File: config.mk
export PLATFORM = sky130hd
export DESIGN_NAME = epoch_seconds_to_calendar_date_flat
export DESIGN_NICKNAME = d
export VERILOG_FILES = /design/src/rtl/core/escd_pkg.sv /design/src/rtl/core/escd_stamp_if.sv /design/src/rtl/core/escd_date_if.sv /design/src/rtl/core/epoch_seconds_to_calendar_date.sv /design/src/rtl/core/escd_civil.sv /design/src/flat_wrapper.sv
export SDC_FILE = /design/constraint.sdc
export NUM_CORES = 2
export LEC_CHECK = 0
export BUFFER_PORTS_ARGS = -buffer_cell sky130_fd_sc_hd__buf_2
export CORE_MARGIN = 2
export CORE_UTILIZATION = 65
export CTS_CLUSTER_DIAMETER = 60
export DETAILED_ROUTE_END_ITERATION = 10
export GPL_TIMING_DRIVEN = 1
export MAX_ROUTING_LAYER = met4
export PLACE_DENSITY = 0.8
export SLEW_MARGIN = 10
export SYNTH_ARGS = -nofsm -noshare
export SYNTH_HDL_FRONTEND = slang
export SYNTH_SLANG_ARGS = --single-unit
File: constraint.sdc
create_clock -name clk -period 9 [get_ports clk]
set_clock_uncertainty 0.2 [all_clocks]
set_input_delay 1.8 -clock clk [delete_from_list [all_inputs] [get_ports clk]]
set_output_delay 1.8 -clock clk [all_outputs]
set_load 0.02 [all_outputs]
File: src/rtl/core/escd_pkg.sv
// Shared types, calendar constants and the month table for the epoch-to-date converter.
// Used by the date channel interface, the civil date pipeline and the top level.
// Depends on nothing.
`default_nettype none

package escd_pkg;

  // Seconds per day factor into a power of two and an odd part: 86400 = 128 * 675.
  localparam int unsigned SECS_PER_DAY = 60 * 60 * 24;
  localparam int unsigned DAY_SHIFT = 7;
  localparam int unsigned DAY_ODD = 675;

  localparam int unsigned SECS_PER_MIN = 60;
  localparam int unsigned MIN_PER_HOUR = 60;

  // Day counts of the proleptic Gregorian calendar.
  localparam int unsigned DAYS_0001_TO_1970 = 719162;
  localparam int unsigned DAYS_PER_400Y = 146097;
  localparam int unsigned DAYS_PER_100Y = 36524;
  localparam int unsigned DAYS_PER_4Y = 1461;
  localparam int unsigned DAYS_PER_YEAR = 365;
  localparam int unsigned YEARS_PER_400Y = 400;
  localparam int unsigned YEARS_PER_100Y = 100;
  localparam int unsigned YEARS_PER_4Y = 4;
  localparam int unsigned CENTURY_IN_4Y = 24;

  // Exact reciprocals: (x * RECIP) >> SHIFT equals x / divisor over the stated range.
  // Seconds of day (below 2^17) divided by 60.
  localparam logic [17:0] RECIP_MIN = 18'd139811;
  localparam int unsigned RECIP_MIN_SHIFT = 23;
  // Minutes of day (below 2^11) divided by 60.
  localparam logic [11:0] RECIP_HOUR = 12'd2185;
  localparam int unsigned RECIP_HOUR_SHIFT = 17;
  // Days within a century (below 2^16) divided by 1461.
  localparam logic [16:0] RECIP_4Y = 17'd91868;
  localparam int unsigned RECIP_4Y_SHIFT = 27;

  typedef logic [11:0] year_t;
  typedef logic [3:0]  month_t;
  typedef logic [4:0]  mday_t;
  typedef logic [4:0]  hour_t;
  typedef logic [5:0]  minsec_t;
  typedef logic [8:0]  doy_t;

  typedef struct packed {
    hour_t   hour;
    minsec_t minute;
    minsec_t second;
  } tod_t;

  localparam logic [4:0] MONTH_LEN [12] = '{
    5'd31, 5'd28, 5'd31, 5'd30, 5'd31, 5'd30, 5'd31, 5'd31, 5'd30, 5'd31, 5'd30, 5'd31
  };

  // Zero-based day of year on which month number idx (0 is January) begins.
  function automatic doy_t month_start(input month_t idx, input logic leap);
    doy_t sum;
    sum = '0;
    for (int i = 0; i < 12; i++) begin
      if (month_t'(i) < idx) begin
        sum = sum + doy_t'(MONTH_LEN[i]);
      end
    end
    if (leap && idx >= month_t'(2)) begin
      sum = sum + doy_t'(1);
    end
    return sum;
  endfunction

endpackage

`default_nettype wire

File: src/rtl/core/escd_stamp_if.sv
// Input channel of the epoch-to-date converter: one timestamp per transaction.
// Stands alone; the width follows the converter's stamp width.
`default_nettype none

interface escd_stamp_if #(
  parameter int unsigned STAMP_WIDTH = 32
) ();
  logic                   valid;
  logic                   ready;
  logic [STAMP_WIDTH-1:0] epoch_seconds;

  modport source (output valid, output epoch_seconds, input ready);
  modport sink (input valid, input epoch_seconds, output ready);
endinterface

`default_nettype wire

File: src/rtl/core/escd_date_if.sv
// Output channel of the epoch-to-date converter: one calendar date and time per transaction.
// Depends on escd_pkg for the field types.
`default_nettype none

interface escd_date_if ();
  logic              valid;
  logic              ready;
  escd_pkg::year_t   year;
  escd_pkg::month_t  month;
  escd_pkg::mday_t   day_of_month;
  escd_pkg::hour_t   hour;
  escd_pkg::minsec_t minute;
  escd_pkg::minsec_t second;

  modport source (output valid, output year, output month, output day_of_month,
                  output hour, output minute, output second, input ready);
  modport sink (input valid, input year, input month, input day_of_month,
                input hour, input minute, input second, output ready);
endinterface

`default_nettype wire

File: src/rtl/core/epoch_seconds_to_calendar_date.sv
// Top level of the Unix timestamp to Gregorian date and time converter.
// Depends on escd_pkg, escd_stamp_if, escd_date_if and escd_civil.
//
//   Channel    Dir  Payload                                              Handshake
//   stamp_in   in   epoch_seconds [STAMP_WIDTH]                           valid/ready
//   date_out   out  year, month, day_of_month, hour, minute, second       valid/ready
//
// Throughput is one transaction per cycle while date_out is ready; data passes through the eleven
// register stages of the day split, the 400/100/4/1-year cycle split and the month search.
// Reset (rst, synchronous) clears only the stage valid bits; data registers are not reset.
// Each stage has its own ready, so a stall at date_out holds the full stages and lets
// empty stages upstream keep filling; nothing is dropped or repeated.
`default_nettype none

module epoch_seconds_to_calendar_date #(
  parameter int unsigned STAMP_WIDTH = 32
) (
  input logic         clk,
  input logic         rst,
  escd_stamp_if.sink  stamp_in,
  escd_date_if.source date_out
);

  localparam int unsigned NS = 11;
  localparam int unsigned XW = STAMP_WIDTH - escd_pkg::DAY_SHIFT;
  localparam longint unsigned DAYS_MAX =
      ((64'd1 << STAMP_WIDTH) - 64'd1) / 64'(escd_pkg::SECS_PER_DAY);
  localparam int unsigned DW = $clog2(DAYS_MAX + 64'd1);
  localparam int unsigned NW = $clog2(DAYS_MAX + 64'(escd_pkg::DAYS_0001_TO_1970) + 64'd1);
  // Truncated reciprocal of 675: the estimate is the true quotient or one below it.
  localparam int unsigned K1 = XW;
  localparam int unsigned M1W = K1 - 9;
  localparam logic [M1W-1:0] M1 = M1W'((64'd1 << K1) / 64'(escd_pkg::DAY_ODD));

  logic [NS:1]   v;
  logic [NS:1]   v_up;
  logic [NS+1:1] rdy;

  // Stage 1: quotient estimate of the stamp divided by 86400.
  logic [XW+M1W-1:0] s0_prod;
  logic [XW-1:0]     s1_x;
  logic [DW-1:0]     s1_q;
  logic [6:0]        s1_lo;

  // Stage 2: remainder of the estimate.
  logic [XW-1:0] s1_rem;
  logic [DW-1:0] s2_q;
  logic [10:0]   s2_rem;
  logic [6:0]    s2_lo;

  // Stage 3: corrected day count, day number since 0001-01-01 and second of day.
  logic          s2_corr;
  logic [10:0]   s2_remc;
  logic [NW-1:0] s3_n;
  logic [16:0]   s3_secs;

  // Stages 4 to 6: minute of day, then hour and second, then minute.
  logic [34:0]       s3_mprod;
  logic [10:0]       s4_mday;
  logic [16:0]       s4_secs;
  logic [22:0]       s4_hprod;
  logic [16:0]       s4_sdiff;
  logic [10:0]       s5_mday;
  escd_pkg::hour_t   s5_hour;
  escd_pkg::minsec_t s5_second;
  logic [10:0]       s5_mdiff;
  escd_pkg::tod_t    s6_tod;
  escd_pkg::tod_t    tod_q [7:NS];

  // Flow control: a stage takes new contents when it is empty or its successor moves.
  always_comb begin
    rdy[NS+1] = date_out.ready;
    for (int i = NS; i >= 1; i--) begin
      rdy[i] = !v[i] || rdy[i+1];
    end
  end

  assign v_up = {v[NS-1:1], stamp_in.valid};

  always_ff @(posedge clk) begin
    if (rst) begin
      v <= '0;
    end else begin
      for (int i = 1; i <= NS; i++) begin
        if (rdy[i]) begin
          v[i] <= v_up[i];
        end
      end
    end
  end

  assign stamp_in.ready = rdy[1];
  assign date_out.valid = v[NS];

  assign s0_prod = stamp_in.epoch_seconds[STAMP_WIDTH-1:escd_pkg::DAY_SHIFT] * M1;

  always_ff @(posedge clk) begin
    if (rdy[1]) begin
      s1_x  <= stamp_in.epoch_seconds[STAMP_WIDTH-1:escd_pkg::DAY_SHIFT];
      s1_q  <= DW'(s0_prod >> K1);
      s1_lo <= stamp_in.epoch_seconds[escd_pkg::DAY_SHIFT-1:0];
    end
  end

  assign s1_rem = s1_x - XW'(s1_q) * XW'(escd_pkg::DAY_ODD);

  always_ff @(posedge clk) begin
    if (rdy[2]) begin
      s2_q   <= s1_q;
      s2_rem <= s1_rem[10:0];
      s2_lo  <= s1_lo;
    end
  end

  always_comb begin
    s2_corr = s2_rem >= 11'(escd_pkg::DAY_ODD);
    s2_remc = s2_corr ? s2_rem - 11'(escd_pkg::DAY_ODD) : s2_rem;
  end

  always_ff @(posedge clk) begin
    if (rdy[3]) begin
      s3_n    <= NW'(s2_q) + NW'(escd_pkg::DAYS_0001_TO_1970) + NW'(s2_corr);
      s3_secs <= {s2_remc[9:0], s2_lo};
    end
  end

  assign s3_mprod = s3_secs * escd_pkg::RECIP_MIN;

  always_ff @(posedge clk) begin
    if (rdy[4]) begin
      s4_mday <= 11'(s3_mprod >> escd_pkg::RECIP_MIN_SHIFT);
      s4_secs <= s3_secs;
    end
  end

  assign s4_hprod = s4_mday * escd_pkg::RECIP_HOUR;
  assign s4_sdiff = s4_secs - 17'(s4_mday) * 17'(escd_pkg::SECS_PER_MIN);

  always_ff @(posedge clk) begin
    if (rdy[5]) begin
      s5_mday   <= s4_mday;
      s5_hour   <= escd_pkg::hour_t'(s4_hprod >> escd_pkg::RECIP_HOUR_SHIFT);
      s5_second <= s4_sdiff[5:0];
    end
  end

  assign s5_mdiff = s5_mday - 11'(s5_hour) * 11'(escd_pkg::MIN_PER_HOUR);

  always_ff @(posedge clk) begin
    if (rdy[6]) begin
      s6_tod.hour   <= s5_hour;
      s6_tod.minute <= s5_mdiff[5:0];
      s6_tod.second <= s5_second;
    end
  end

  // Time of day waits alongside the date pipeline.
  always_ff @(posedge clk) begin
    if (rdy[7]) begin
      tod_q[7] <= s6_tod;
    end
    for (int i = 8; i <= NS; i++) begin
      if (rdy[i]) begin
        tod_q[i] <= tod_q[i-1];
      end
    end
  end

  escd_civil #(
    .N_WIDTH (NW)
  ) u_civil (
    .clk          (clk),
    .en           (rdy[NS:4]),
    .day_num      (s3_n),
    .year         (date_out.year),
    .month        (date_out.month),
    .day_of_month (date_out.day_of_month)
  );

  assign date_out.hour   = tod_q[NS].hour;
  assign date_out.minute = tod_q[NS].minute;
  assign date_out.second = tod_q[NS].second;

`ifndef SYNTHESIS
  a_day_rem: assert property (@(posedge clk) disable iff (rst)
      v[2] |-> s2_rem < 11'(2 * escd_pkg::DAY_ODD))
    else $error("day quotient estimate is off by more than one");

  a_month: assert property (@(posedge clk) disable iff (rst)
      v[NS] |-> (date_out.month >= 4'd1) && (date_out.month <= 4'd12))
    else $error("month out of range");

  a_mday: assert property (@(posedge clk) disable iff (rst)
      v[NS] |-> (date_out.day_of_month != 5'd0))
    else $error("day of month is zero");

  a_tod: assert property (@(posedge clk) disable iff (rst)
      v[NS] |-> (date_out.hour < 5'd24) && (date_out.minute < 6'd60) &&
                (date_out.second < 6'd60))
    else $error("time of day out of range");
`endif

endmodule

`default_nettype wire

File: src/rtl/core/escd_civil.sv
// Eight-stage pipeline from a day number since 0001-01-01 to year, month and day.
// Depends on escd_pkg; stage enables come from the top level's flow control.
`default_nettype none

module escd_civil #(
  parameter int unsigned N_WIDTH = 20
) (
  input  logic              clk,
  input  logic [7:0]        en,
  input  logic [N_WIDTH-1:0] day_num,
  output escd_pkg::year_t   year,
  output escd_pkg::month_t  month,
  output escd_pkg::mday_t   day_of_month
);

  localparam int unsigned K4 = N_WIDTH + 18;
  localparam int unsigned M4W = K4 - 17;
  localparam logic [M4W-1:0] M4 = M4W'(((64'd1 << K4) + 64'(escd_pkg::DAYS_PER_400Y) - 64'd1)
                                        / 64'(escd_pkg::DAYS_PER_400Y));
  localparam int unsigned QW =
      $clog2(((64'd1 << N_WIDTH) - 64'd1) / 64'(escd_pkg::DAYS_PER_400Y) + 64'd1);

  // Stage 1: number of whole 400-year cycles.
  logic [N_WIDTH+M4W-1:0] p0_prod;
  logic [QW-1:0]          c1_q400;
  logic [N_WIDTH-1:0]     c1_n;

  // Stage 2: days within the 400-year cycle.
  logic [N_WIDTH-1:0] c1_back;
  logic [N_WIDTH-1:0] c1_diff;
  logic [QW-1:0]      c2_q400;
  logic [17:0]        c2_r;

  // Stage 3: centuries, clamped so the last day of a cycle stays in the fourth century.
  logic [1:0]    c2_cent;
  logic [17:0]   c2_rem;
  logic [QW-1:0] c3_q400;
  logic [1:0]    c3_cent;
  logic [15:0]   c3_r;

  // Stage 4: four-year cycles within the century.
  logic [32:0]   c3_prod;
  logic [QW-1:0] c4_q400;
  logic [1:0]    c4_cent;
  logic [4:0]    c4_q4;
  logic [15:0]   c4_r;

  // Stage 5: days within the four-year cycle.
  logic [15:0]   c4_rem;
  logic [QW-1:0] c5_q400;
  logic [1:0]    c5_cent;
  logic [4:0]    c5_q4;
  logic [10:0]   c5_r;

  // Stage 6: year within the four-year cycle, day of year, leap flag and year number.
  logic [1:0]         c5_y1;
  logic [10:0]        c5_rem;
  escd_pkg::year_t    c6_year;
  escd_pkg::doy_t     c6_doy;
  logic               c6_leap;

  // Stage 7: month index by comparing against every month start after January in parallel.
  escd_pkg::month_t c6_idx;
  escd_pkg::year_t  c7_year;
  escd_pkg::doy_t   c7_doy;
  logic             c7_leap;
  escd_pkg::month_t c7_idx;

  // Stage 8: day within the month.
  escd_pkg::doy_t c7_dom;

  assign p0_prod = day_num * M4;

  always_ff @(posedge clk) begin
    if (en[0]) begin
      c1_q400 <= QW'(p0_prod >> K4);
      c1_n    <= day_num;
    end
  end

  assign c1_back = N_WIDTH'(c1_q400) * N_WIDTH'(escd_pkg::DAYS_PER_400Y);
  assign c1_diff = c1_n - c1_back;

  always_ff @(posedge clk) begin
    if (en[1]) begin
      c2_q400 <= c1_q400;
      c2_r    <= c1_diff[17:0];
    end
  end

  always_comb begin
    c2_cent = 2'(c2_r >= 18'(escd_pkg::DAYS_PER_100Y))
            + 2'(c2_r >= 18'(2 * escd_pkg::DAYS_PER_100Y))
            + 2'(c2_r >= 18'(3 * escd_pkg::DAYS_PER_100Y));
    c2_rem  = c2_r - 18'(c2_cent) * 18'(escd_pkg::DAYS_PER_100Y);
  end

  always_ff @(posedge clk) begin
    if (en[2]) begin
      c3_q400 <= c2_q400;
      c3_cent <= c2_cent;
      c3_r    <= c2_rem[15:0];
    end
  end

  assign c3_prod = c3_r * escd_pkg::RECIP_4Y;

  always_ff @(posedge clk) begin
    if (en[3]) begin
      c4_q400 <= c3_q400;
      c4_cent <= c3_cent;
      c4_q4   <= 5'(c3_prod >> escd_pkg::RECIP_4Y_SHIFT);
      c4_r    <= c3_r;
    end
  end

  assign c4_rem = c4_r - 16'(c4_q4) * 16'(escd_pkg::DAYS_PER_4Y);

  always_ff @(posedge clk) begin
    if (en[4]) begin
      c5_q400 <= c4_q400;
      c5_cent <= c4_cent;
      c5_q4   <= c4_q4;
      c5_r    <= c4_rem[10:0];
    end
  end

  // The last day of a four-year cycle belongs to its fourth year, hence the clamp at three.
  always_comb begin
    c5_y1  = 2'(c5_r >= 11'(escd_pkg::DAYS_PER_YEAR))
           + 2'(c5_r >= 11'(2 * escd_pkg::DAYS_PER_YEAR))
           + 2'(c5_r >= 11'(3 * escd_pkg::DAYS_PER_YEAR));
    c5_rem = c5_r - 11'(c5_y1) * 11'(escd_pkg::DAYS_PER_YEAR);
  end

  always_ff @(posedge clk) begin
    if (en[5]) begin
      c6_year <= escd_pkg::year_t'(1)
               + escd_pkg::year_t'(c5_q400) * escd_pkg::year_t'(escd_pkg::YEARS_PER_400Y)
               + escd_pkg::year_t'(c5_cent) * escd_pkg::year_t'(escd_pkg::YEARS_PER_100Y)
               + escd_pkg::year_t'(c5_q4) * escd_pkg::year_t'(escd_pkg::YEARS_PER_4Y)
               + escd_pkg::year_t'(c5_y1);
      c6_doy  <= c5_rem[8:0];
      // A century year is a leap year only as the last century of a 400-year cycle.
      c6_leap <= (c5_y1 == 2'd3) &&
                 ((c5_q4 != 5'(escd_pkg::CENTURY_IN_4Y)) || (c5_cent == 2'd3));
    end
  end

  always_comb begin
    c6_idx = '0;
    for (int i = 1; i < 12; i++) begin
      c6_idx = c6_idx + escd_pkg::month_t'(
          c6_doy >= escd_pkg::month_start(escd_pkg::month_t'(i), c6_leap));
    end
  end

  always_ff @(posedge clk) begin
    if (en[6]) begin
      c7_year <= c6_year;
      c7_doy  <= c6_doy;
      c7_leap <= c6_leap;
      c7_idx  <= c6_idx;
    end
  end

  assign c7_dom = c7_doy - escd_pkg::month_start(c7_idx, c7_leap);

  always_ff @(posedge clk) begin
    if (en[7]) begin
      year         <= c7_year;
      month        <= c7_idx + escd_pkg::month_t'(1);
      day_of_month <= c7_dom[4:0] + escd_pkg::mday_t'(1);
    end
  end

endmodule

`default_nettype wire

File: src/flat_wrapper.sv
// flat-port wrapper written by rule: the top's interface ports become plain ports
module epoch_seconds_to_calendar_date_flat 
#(
  parameter int unsigned STAMP_WIDTH = 32
)
  (clk, rst, stamp_in_valid, stamp_in_epoch_seconds, stamp_in_ready, date_out_valid, date_out_year, date_out_month, date_out_day_of_month, date_out_hour, date_out_minute, date_out_second, date_out_ready);
  escd_stamp_if #(.STAMP_WIDTH(STAMP_WIDTH)) stamp_in_i ();
  escd_date_if date_out_i ();
  input logic clk;
  input logic rst;
  input wire logic [$bits(stamp_in_i.valid)-1:0] stamp_in_valid;
  input wire logic [$bits(stamp_in_i.epoch_seconds)-1:0] stamp_in_epoch_seconds;
  output wire logic [$bits(stamp_in_i.ready)-1:0] stamp_in_ready;
  output wire logic [$bits(date_out_i.valid)-1:0] date_out_valid;
  output wire logic [$bits(date_out_i.year)-1:0] date_out_year;
  output wire logic [$bits(date_out_i.month)-1:0] date_out_month;
  output wire logic [$bits(date_out_i.day_of_month)-1:0] date_out_day_of_month;
  output wire logic [$bits(date_out_i.hour)-1:0] date_out_hour;
  output wire logic [$bits(date_out_i.minute)-1:0] date_out_minute;
  output wire logic [$bits(date_out_i.second)-1:0] date_out_second;
  input wire logic [$bits(date_out_i.ready)-1:0] date_out_ready;
  assign stamp_in_i.valid = stamp_in_valid;
  assign stamp_in_i.epoch_seconds = stamp_in_epoch_seconds;
  assign stamp_in_ready = stamp_in_i.ready;
  assign date_out_valid = date_out_i.valid;
  assign date_out_year = date_out_i.year;
  assign date_out_month = date_out_i.month;
  assign date_out_day_of_month = date_out_i.day_of_month;
  assign date_out_hour = date_out_i.hour;
  assign date_out_minute = date_out_i.minute;
  assign date_out_second = date_out_i.second;
  assign date_out_i.ready = date_out_ready;
  epoch_seconds_to_calendar_date #(.STAMP_WIDTH(STAMP_WIDTH)) u_core (.clk(clk), .rst(rst), .stamp_in(stamp_in_i), .date_out(date_out_i));
endmodule
==> impl_metrics.csv <==
group,metric,value,unit
sta,period_share,0.8853,
synth,synthCells,3275,
cts,clk_pin_slew,70,ps
hold_path,hold_end,"u_core.tod_q[8][1]",
sta,whs,208.8,ps
critical_path,worstSetupEndpointType,"register",
critical_path,crit_required,9110,ps
detailed_routing,first_pass_iters,5,
global_route,grt.overflow.total,0,
floorplanning,dieArea,0.06216,sq mm
detailed_routing,routed.top_layer,"met4",
critical_path,crit_slowest_cell,"edfxtp_1",
detailed_routing,drt_wl_total,70.63,mm
detailed_routing,met2_length,36.59,mm
run_status,status,"complete, no violations",
cts,cts_buffer_depth,3,
sta,finalHoldViolations,0,
finish,drive_gt1_frac,0.05368,
hold_path,min_from,"u_core.tod_q[7][1]",
floorplanning,die_h,249.3,um
sta,worst_slew_pin_slew,958.4,ps
synth,synth_nets,4512,
cts,h-tree-depth,2,
critical_path,crit_fanout,8,
synth,yosysTopAreaCell,"edfxtp_1",
synth,avgSynthCellArea,11.94,sq um
synth,synth.top_cells.by_count,"inv_1, ha_1, fa_1",
synth,synth.top_cell.area_share,0.3124,
sta,fmax,0.1255,GHz
critical_path,regToRegSetupSlack,1030,ps
critical_path,cp-start-kind,"register",
synth,syn_area,0.03912,sq mm
floorplanning,io_pins,76,
floorplanning,core,0.05924,sq mm
global_route,grt_max_degree,41,
critical_path,path_buf_inv,4,
critical_path,crit_arrival,8080,ps
synth,synth_seq_area_share,0.3181,
placed_design,place_congestion,0.9078,
floorplanning,start_util,0.6603,
critical_path,cp_common_cell,"ha_1",
cts,clkSinkCount,418,
critical_path,crit_family,"adder cells",
global_route,grt_pass1_wl,121.5,mm
sta,slew_violations,0,
detailed_routing,wl_met1,29.83,mm
finish,seq_area,0.01244,sq mm
synth,synthDistinctLibCells,85,
critical_path,timing_worst_setup_path_type,"register to register",
placed_design,place_hpwl,59.07,mm
synth,synth-async-reset-ratio,0,
finish,multi_input_area,0.02361,sq mm
cts,cts-root-buf,"clkbuf_16",
detailed_routing,drc_errors,0,
synth,ys_warn_count,0,
hold_path,hold_path.class,"register to register",
synth,ys.flop_type,"edfxtp_1",
finish,antennaDiodeCount,0,
cts,cts_resized,0,
critical_path,cpPeakStageDelay,510,ps
hold_path,hold_path_depth,0,
cts,post_cts_buffers,0,
critical_path,r2r-start,"u_core.u_civil.c7_idx[1]",
sta,fin_tns_setup,0,ps
cts,cts_made_buffers,44,
placed_design,port_buffers,75,
detailed_routing,drt_iter0_markers,994,
detailed_routing,wl_per_cell,16.81,um
finish,area_growth,7.277,%
global_route,antenna_found_initial,0,
critical_path,worstRegToRegCells,34,
finish,fillCellCount,4030,
cts,cts_hold_buf,0,
sta,rsz0062_at_grt,"false",
global_route,grt_pass1_vias,25310,
sta,period_minus_slack,7968,ps
sta,setup_viol,0,
synth,synth_most_common_cell,"inv_1",
synth,synth.top_cells.by_area,"edfxtp_1, ha_1, fa_1",
floorplanning,fp.dieW,249.3,um
critical_path,r2r_end,"u_core.u_civil.day_of_month[4]",
flow_run,max-cap-violations,0,
synth,synth_edf_count,407,
finish,fin_util,0.7084,
global_route,grt_usage,0.2467,
detailed_routing,dr_wl_met3,2.538,mm
finish,nets,4631,
synth,ys_seq_elements,418,
cts,clock_latency,570,ps
detailed_routing,vias,23120,
detailed_routing,final_antenna_net_count,0,
floorplanning,rows,89,
detailed_routing,via_per_inst,5.502,
sta,maxSlewHeadroom,0.3603,
cts,cts_tree,"yes",
-- layer usage --
| metal | vias up | track usage |
|---|---|---|
| li1 | 11120 | - |
| met1 | 11430 | 0.3047 |
| met2 | 445 | 0.4338 |
| met3 | 130 | 0.02947 |
| met4 | 0 | 0.06076 |
| met5 | - | - |
-- through the flow --
step	std cells	area, sq um	worst slack (ps)
2_1_floorplan	3275	39120	1258
3_3_place_gp	4121	40500	1394
3_5_place_dp	4121	40500	1087
4_1_cts	4201	41960	1077
5_1_grt	4201	41960	629.0
6_report	4201	41960	1032
-- worst reg2reg max path: cells and delay by family (launching register included) --
family	cells	cell delay, ps
XOR/XNOR	5	730
AND/OR/NAND/NOR	5	880
AO/OA/AOI/OAI	8	1650
adder cells (fa/ha/maj)	10	2820
flip-flops	1	510
multiplexers	2	550
buffers and inverters	4	390
-- worst max-delay path by stage --
stage	slack (ps)	endpoint	startpoint	depth (start not counted)
global route	630	u_core.u_civil.day_of_month[4]	u_core.u_civil.c7_idx[1]	34
finish	1030	u_core.u_civil.day_of_month[4]	u_core.u_civil.c7_idx[1]	34
global placement	1390	u_core.u_civil.day_of_month[4]	u_core.u_civil.c7_idx[1]	34
CTS	1080	u_core.u_civil.day_of_month[4]	u_core.u_civil.c7_idx[1]	34
detailed placement	1090	u_core.u_civil.day_of_month[4]	u_core.u_civil.c7_idx[1]	34
floorplan	1260	stamp_in_ready	date_out_ready	6
-- final cells by class --
| cell class | instances | area share |
|---|---|---|
| timing repair buffer | 86 | 0.01091 |
| inverter | 805 | 0.07201 |
| clock buffer | 53 | 0.02853 |
| sequential | 418 | 0.2965 |
| clock inverter | 27 | 0.006440 |
| multi-input combinational | 2039 | 0.5626 |
| tap | 773 | 0.02305 |
-- cell usage in the layout (no fill, tap or decap), types with 11 or more instances in the layout --
| cell type | n |
|---|---|
| nand2_1 | 67 |
| buf_4 | 11 |
| nor3_1 | 25 |
| nor2_1 | 92 |
| nor2b_1 | 22 |
| nand3_1 | 22 |
| a21o_1 | 45 |
| xor2_1 | 49 |
| xnor2_1 | 121 |
| ha_1 | 791 |
| o21bai_1 | 24 |
| edfxtp_1 | 407 |
| dfxtp_1 | 11 |
| a21oi_1 | 96 |
| o21a_1 | 14 |
| fa_1 | 410 |
| a31oi_1 | 11 |
| o211ai_1 | 11 |
| inv_1 | 804 |
| o21ai_0 | 43 |
| buf_2 | 75 |
| and3_1 | 17 |
| nand2b_1 | 17 |
| o21ai_1 | 15 |
| nand4_1 | 13 |
| clkbuf_16 | 46 |
-- sequential cells by signal, summed over array words and instances (netlist names), 9 cells and up --
register	cells
u_core.s1_q	16
u_core.s1_x	11
u_core.s2_q	16
u_core.s2_rem	11
u_core.s3_n	17
u_core.s3_secs	17
u_core.s4_mday	11
u_core.s6_tod	17
u_core.tod_q	85
u_core.u_civil.c1_n	17
u_core.u_civil.c2_r	18
u_core.u_civil.c3_r	16
u_core.u_civil.c4_r	11
u_core.u_civil.c5_r	11
u_core.u_civil.c6_doy	9
u_core.u_civil.c6_year	12
u_core.u_civil.c7_year	12
u_core.u_civil.year	12
u_core.v	11
-- logic make-up after synthesis --
logic type,Yosys count,share of synthesized area
simple gates,323,0.04120
fa+ha+maj,1202,0.4631
compound gates,335,0.05764
flops,418,0.3181
buf+inv,818,0.07856
mux,6,0.001695
xor+xnor,173,0.03976
Power is not shown: default switching activity piles up to over one toggle a cycle in this logic, so the estimate is an artifact.
